$ cat src/hdl/eta_pkg.sv
// Shared constants, payload types and state codes for the emissive triangle area block.
package eta_pkg;

  // Fixed-point format of coordinates and matrix factors.
  localparam int FRAC_BITS = 16;
  localparam int COORD_W   = 32;
  localparam int AREA_W    = 48;
  localparam int TOTAL_W   = 64;
  localparam int REG_W     = 64;
  localparam int ADDR_W    = 6;
  localparam int MAT_ROWS  = 3;
  localparam int NUM_REGS  = 7;

  // Transform arithmetic widths.
  localparam int PROD_W = 2 * COORD_W;
  localparam int XSUM_W = PROD_W + 2;

  // Cross product widths: edges, edge products, difference and magnitude.
  localparam int EDGE_W  = COORD_W + 1;
  localparam int EPROD_W = 2 * EDGE_W;
  localparam int DIFF_W  = EPROD_W + 1;
  localparam int MAG_W   = DIFF_W - FRAC_BITS;
  localparam int HALF_W  = (MAG_W + 1) / 2;
  localparam int MHI_W   = MAG_W - HALF_W;
  localparam int SSUM_W  = 2 * MAG_W + 2;

  // Square root sizing: a few root bits per cycle.
  localparam int SQ_STEPS  = 3;
  localparam int SQ_CYCLES = (SSUM_W / 2 + SQ_STEPS - 1) / SQ_STEPS;
  localparam int ROOT_W    = SQ_STEPS * SQ_CYCLES;
  localparam int RAD_W     = 2 * ROOT_W;
  localparam int REM_W     = ROOT_W + 2;
  localparam int SQCNT_W   = $clog2(SQ_CYCLES + 1);

  localparam logic [AREA_W-1:0]  AREA_MAX  = {AREA_W{1'b1}};
  localparam logic [TOTAL_W-1:0] TOTAL_MAX = {TOTAL_W{1'b1}};
  localparam logic [REG_W-1:0]   FX_ONE    = REG_W'(1) << FRAC_BITS;

  // Register indexes.
  localparam logic [2:0] REG_ROW0_XY  = 3'd0;
  localparam logic [2:0] REG_ROW0_ZT  = 3'd1;
  localparam logic [2:0] REG_ROW1_XY  = 3'd2;
  localparam logic [2:0] REG_ROW1_ZT  = 3'd3;
  localparam logic [2:0] REG_ROW2_XY  = 3'd4;
  localparam logic [2:0] REG_ROW2_ZT  = 3'd5;
  localparam logic [2:0] REG_EMISSIVE = 3'd6;

  typedef logic signed [COORD_W-1:0] coord_t;

  typedef struct packed {
    coord_t x;
    coord_t y;
    coord_t z;
  } vtx_t;

  typedef struct packed {
    coord_t mx;
    coord_t my;
    coord_t mz;
    coord_t t;
  } row_t;

  typedef row_t [MAT_ROWS-1:0] mat_t;

  typedef struct packed {
    coord_t a_x;
    coord_t a_y;
    coord_t a_z;
    coord_t b_x;
    coord_t b_y;
    coord_t b_z;
    coord_t c_x;
    coord_t c_y;
    coord_t c_z;
    logic   final_triangle;
  } tri_in_t;

  typedef struct packed {
    coord_t              wa_x;
    coord_t              wa_y;
    coord_t              wa_z;
    coord_t              wb_x;
    coord_t              wb_y;
    coord_t              wb_z;
    coord_t              wc_x;
    coord_t              wc_y;
    coord_t              wc_z;
    logic [AREA_W-1:0]   tri_area;
    logic [TOTAL_W-1:0]  area_total;
    logic                is_final;
  } tri_out_t;

  // Sequencer states, one-hot.
  typedef enum logic [7:0] {
    S_IDLE  = 8'b0000_0001,
    S_XFORM = 8'b0000_0010,
    S_CROSS = 8'b0000_0100,
    S_MAG   = 8'b0000_1000,
    S_SQR   = 8'b0001_0000,
    S_SUM   = 8'b0010_0000,
    S_ROOT  = 8'b0100_0000,
    S_OUT   = 8'b1000_0000
  } state_t;

endpackage

$ cat src/hdl/eta_sqrt.sv
// Iterative integer square root, several root bits per cycle.
module eta_sqrt (
  input  logic                          clk,
  input  logic                          rst,
  input  logic                          start,
  input  logic [eta_pkg::RAD_W-1:0]     radicand,
  output logic                          done,
  output logic [eta_pkg::ROOT_W-1:0]    root
);
  import eta_pkg::*;

  logic               busy;
  logic [SQCNT_W-1:0] cnt;
  logic [RAD_W-1:0]   n;
  logic [REM_W-1:0]   rem;
  logic [RAD_W-1:0]   n_next;
  logic [REM_W-1:0]   rem_next;
  logic [ROOT_W-1:0]  root_next;

  // Restoring steps: bring down two radicand bits, try the next root bit.
  always_comb begin
    logic [REM_W-1:0] rs;
    logic [REM_W-1:0] trial;
    n_next    = n;
    rem_next  = rem;
    root_next = root;
    for (int i = 0; i < SQ_STEPS; i++) begin
      rs    = {rem_next[REM_W-3:0], n_next[RAD_W-1 -: 2]};
      trial = {root_next, 2'b01};
      n_next = n_next << 2;
      if (rs >= trial) begin
        rem_next  = rs - trial;
        root_next = {root_next[ROOT_W-2:0], 1'b1};
      end else begin
        rem_next  = rs;
        root_next = {root_next[ROOT_W-2:0], 1'b0};
      end
    end
  end

  // Iteration control.
  always_ff @(posedge clk) begin
    if (rst) begin
      busy <= 1'b0;
      done <= 1'b0;
      cnt  <= '0;
    end else begin
      done <= 1'b0;
      if (start) begin
        busy <= 1'b1;
        cnt  <= SQCNT_W'(SQ_CYCLES);
      end else if (busy) begin
        cnt <= cnt - SQCNT_W'(1);
        if (cnt == SQCNT_W'(1)) begin
          busy <= 1'b0;
          done <= 1'b1;
        end
      end
    end
  end

  // Working registers.
  always_ff @(posedge clk) begin
    if (start) begin
      n    <= radicand;
      rem  <= '0;
      root <= '0;
    end else if (busy) begin
      n    <= n_next;
      rem  <= rem_next;
      root <= root_next;
    end
  end

endmodule

$ cat config.mk
export PLATFORM = sky130hd
export DESIGN_NAME = eta_sqrt
export DESIGN_NICKNAME = d
export VERILOG_FILES = /design/src/hdl/eta_pkg.sv /design/src/hdl/eta_sqrt.sv
export SDC_FILE = /design/constraint.sdc
export NUM_CORES = 1
export LEC_CHECK = 0
export BUFFER_PORTS_ARGS = -buffer_cell sky130_fd_sc_hd__buf_2
export CAP_MARGIN = 20
export CORE_ASPECT_RATIO = 1.75
export CORE_MARGIN = 4
export CORE_UTILIZATION = 61
export DETAILED_ROUTE_END_ITERATION = 16
export GPL_TIMING_DRIVEN = 0
export PLACE_DENSITY = 0.81
export SYNTH_ARGS = -nofsm -noshare
export SYNTH_HDL_FRONTEND = slang
export SYNTH_SLANG_ARGS = --single-unit
$ cat constraint.sdc
create_clock -name clk -period 14.8 [get_ports clk]
set_input_delay 0.74 -clock clk [delete_from_list [all_inputs] [get_ports clk]]
set_output_delay 0.74 -clock clk [all_outputs]
set_load 0.01 [all_outputs]
==> results.md <==
| Step | Quantity | This run |
|---|---|---|
| timing | Post-layout minimum cycle time | 13.08 ns |
| clock tree | Hold-fix buffer count after cts | 0 |
| route | Initial DRC count | 1694 |
| route | Routed wire length | 80000 um |
| placed design | Cell area after placement | 21900 um^2 |
| timing | Peak Freq | 76.5 MHz |
| critical path | Arrival time reported for the critical path endpoint | 13.53 ns |
| critical path | Data required time at the worst endpoint | 15.26 ns |
| timing | Setup repair after global routing missed its margin | false |
| synthesis | Largest cells by area after synthesis | sky130_fd_sc_hd__edfxtp_1 (16%), sky130_fd_sc_hd__dfxtp_1 (11%), sky130_fd_sc_hd__ha_1 (10%) |
| critical path | Critical register-to-register path startpoint | root[17]$_SDFFE_PP0P_ |
| placed design | RePlAce Congestion | 1.08 |
| die | Height of the die | 251 um |
| synthesis | Area share of and/or/nand/nor cells after synthesis | 0.162 |
| clock tree | Number of buffers between clock root and the deepest sink | 3 |
| route | Count of TritonRoute iterations in the first routing pass | 8 |
| die | Initial Util | 0.621 |
| timing | Number of hold-slack violations in the final timing report | 0 |
| die | Placement row count | 88 |
| timing | Max-slew headroom at the worst pin | 0.120 |
| route | Mean number of vias per cell | 6.58 |
| route | Routed vias | 20400 |
| grt | Total track usage | 0.423 |
| synthesis | Fraction of the mapped netlist area in compound gates | 0.227 |
| critical path | Master of the slowest instance on the critical path | sky130_fd_sc_hd__clkbuf_1 |
| die | Die boundary width | 147 um |
| worst hold path | Hold path startpoint | rst |
| grt | Number of global-route vias before repair | 20300 |
| clock tree | Insertion delay of the later-clocked pin in the worst-skew pair | 0.56 ns |
| critical path | Largest stage delay on the critical path | 0.84 ns |
| synthesis | Post-synthesis area per instance | 8.25 um^2 |
| synthesis | Netlist area before placement | 20500 um^2 |
| final layout | Synth-to-layout area growth | 10.9% |
| synthesis | Top cell type by total area after synthesis | sky130_fd_sc_hd__edfxtp_1 |
| route | Post-DR wirelength/cell | 25.8 um |
| synthesis | Post-synthesis net count | 2767 |
| timing | Crit path setup slack, layout | 1.72 ns |
| grt | Global-route wire length before repair | 119000 um |
| critical path | Category of the critical setup timing path | register to register |
| timing | Worst Clk Skew | 0.0134 ns |
| synthesis | Share of cell area taken by muxes after synthesis | 0.101 |
| synthesis | Synthesis-stage register bit count | 223 |
| critical path | Crit path capture type | register |
| grt | Initial antenna violation count | 3 |
| synthesis | Proportion of register bits with asynchronous set or reset after synthesis | 0 |
| worst hold path | Class of the worst hold path | input pin to register |
| timing | Transition time at the pin with the least slew margin | 1.31 ns |
| final layout | Total non-filler cell area in the finished layout | 22700 um^2 |
| clock tree | Post-CTS repair timing setup buffer count | 0 |
| synthesis | Sequential-to-total area share from yosys stat | 0.271 |
| clock tree | Clock-pin transition on the worst setup and hold timing paths | 0.07 ns |
| timing | Setup-violating endpoint count in the final report | 0 |
| timing | Worst hold margin | 0.434 ns |
| die | Area enclosed by the die boundary | 36700 um^2 |
| route | DRC violations left | 0 |
| die | I/O pins | 166 |
| clock tree | Clock sinks | 223 |
| synthesis | Xor/xnor share of the synthesized area | 0.0624 |
| die | Area of the core | 33000 um^2 |
| clock tree | Root Buffer | sky130_fd_sc_hd__clkbuf_16 |
| synthesis | Number of warning messages in the yosys log | 0 |
| placed design | Placed wire-length estimate after detailed placement | 61800 um |
| synthesis | Synth unique cells | 88 |
| clock tree | Number of H-tree levels | 1 |
| placed design | Worst slack at placement | 2.17 ns |
| clock tree | Clock tree from TritonCTS | done |
| timing | Total negative slack for setup checks | 0 ns |
| synthesis | Count of flip-flops with a built-in enable after synthesis | 108 |
| final layout | Fraction of layout instances using a drive strength above 1 | 0.166 |
| run status | Outcome | finished, final reports clean |
| critical path | Startpoint of the worst setup timing path | root[17]$_SDFFE_PP0P_ |
| job | Maximum capacitance violations | 0 |
| clock tree | Number of instances resized during post-cts repair | 0 |
| synthesis | Dominant combinational cell family by area after synthesis | compound AO/OA/AOI/OAI gates |
| timing | Number of pins exceeding their max-slew limit in the final report | 0 |
| timing | Final period utilization | 0.884 |
| critical path | Worst Setup Start Kind | register |
| grt | Largest net degree at the start of global routing | 68 |
| synthesis | Cells after synthesis | 2486 |
| synthesis | Adder and majority cell fraction of the synthesized area | 0.104 |
| final layout | Final net count | 2961 |
| synthesis | Area fraction of the dominant cell type after synthesis | 0.158 |
| critical path | Max FO, Critical Path | 11 |
| route | DRT antenna net count | 0 |
| synthesis | Commonest register cell after synthesis | sky130_fd_sc_hd__dfxtp_1 |
| placed design | Count of input and output buffers | 164 |
| clock tree | Clock buffer count from CTS | 23 |
| grt | Grt ovf | 0 |
==> Yosys cell counts, types with 15 or more instances <==
library cell	number
sky130_fd_sc_hd__dfxtp_1	115
sky130_fd_sc_hd__o21ai_0	134
sky130_fd_sc_hd__edfxtp_1	108
sky130_fd_sc_hd__inv_1	126
sky130_fd_sc_hd__o21bai_1	38
sky130_fd_sc_hd__nand2_1	243
sky130_fd_sc_hd__nand4_1	51
sky130_fd_sc_hd__nor2_1	232
sky130_fd_sc_hd__a21oi_1	226
sky130_fd_sc_hd__buf_4	63
sky130_fd_sc_hd__nand3_1	41
sky130_fd_sc_hd__nand2b_1	26
sky130_fd_sc_hd__a21o_1	99
sky130_fd_sc_hd__a31oi_1	19
sky130_fd_sc_hd__mux2_2	119
sky130_fd_sc_hd__a311oi_1	28
sky130_fd_sc_hd__o21a_1	16
sky130_fd_sc_hd__xnor2_1	85
sky130_fd_sc_hd__mux2i_1	71
sky130_fd_sc_hd__o31ai_1	15
sky130_fd_sc_hd__buf_1	15
sky130_fd_sc_hd__and3_1	20
sky130_fd_sc_hd__clkbuf_1	73
sky130_fd_sc_hd__ha_1	170
sky130_fd_sc_hd__a211oi_1	33
sky130_fd_sc_hd__xor2_1	61
sky130_fd_sc_hd__nor3_1	36
==> critical path: cells and delay by family (launching register included) <==
kind | cells | cell delay [ns]
simple gates | 15 | 4.17
buf+inv | 9 | 3.84
compound gates | 11 | 2.45
fa+ha+maj | 3 | 1.26
flops | 1 | 0.53
mux | 1 | 0.33
xor+xnor | 1 | 0.31
==> stage by stage <==
step / std cells / util
floorplan: 2486 / -
global placement: 3055 / 0.661
detailed placement: 3058 / 0.662
CTS: 3100 / 0.687
global route: 3103 / 0.688
finish: 3104 / 0.688
==> cell families after synthesis <==
kind of cell	Yosys count
AND/OR/NAND/NOR	728
AO/OA/AOI/OAI	722
buffers and inverters	306
flip-flops	223
multiplexers	191
adder cells (fa/ha/maj)	170
XOR/XNOR	146
==> layout make-up <==
cell class                 instances  area, um^2
antenna                            2        5.00
buffer                           177        1010
clock buffer                      25         593
clock inverter                    17         240
fill                            2725       10300
inverter                         129         489
multi-input combinational       1957       13500
sequential                       223        5550
tap                              405         507
timing repair buffer             169         880
==> sequential cells by signal (all words and copies together), names as in the netlist <==
signal,cells
done,1
root,54
n,108
cnt,5
busy,1
rem,54
==> layer usage <==
metal	wire, um	global-route usage	up-vias
met2	37400	0.708	1111
met1	26300	0.430	9493
met4	9960	0.417	4
met5	34	0	-
li1	-	-	9366
met3	6280	0.0829	438
==> final timing paths <==
| kind | end | slack [ns] | depth (start not counted) |
|---|---|---|---|
| hold / removal | cnt[4]$_SDFFE_PP0P_ | 0.43 | 2 |
| setup / recovery | rem[47]$_SDFFE_PP0P_ | 1.72 | 40 |
| hold reg to reg | rem[26]$_SDFFE_PP0P_ | 0.51 | 2 |
| setup reg to reg | rem[47]$_SDFFE_PP0P_ | 1.72 | 40 |
==> cells in the final DEF, fill, tap and decap left out, drive strengths merged, types with 61 or more instances in the layout <==
cell type,synthesis,final
ha,170,170
mux2i,71,71
o21ai,151,151
nor2,234,234
nand2,243,243
xnor2,85,85
inv,128,131
edfxtp,108,108
buf,98,266
xor2,61,61
a21o,99,99
a21oi,227,227
mux2,120,120
clkbuf,73,99
dfxtp,115,115
Power is not shown: default switching activity piles up to over one toggle a cycle in this logic, so the estimate is an artifact.
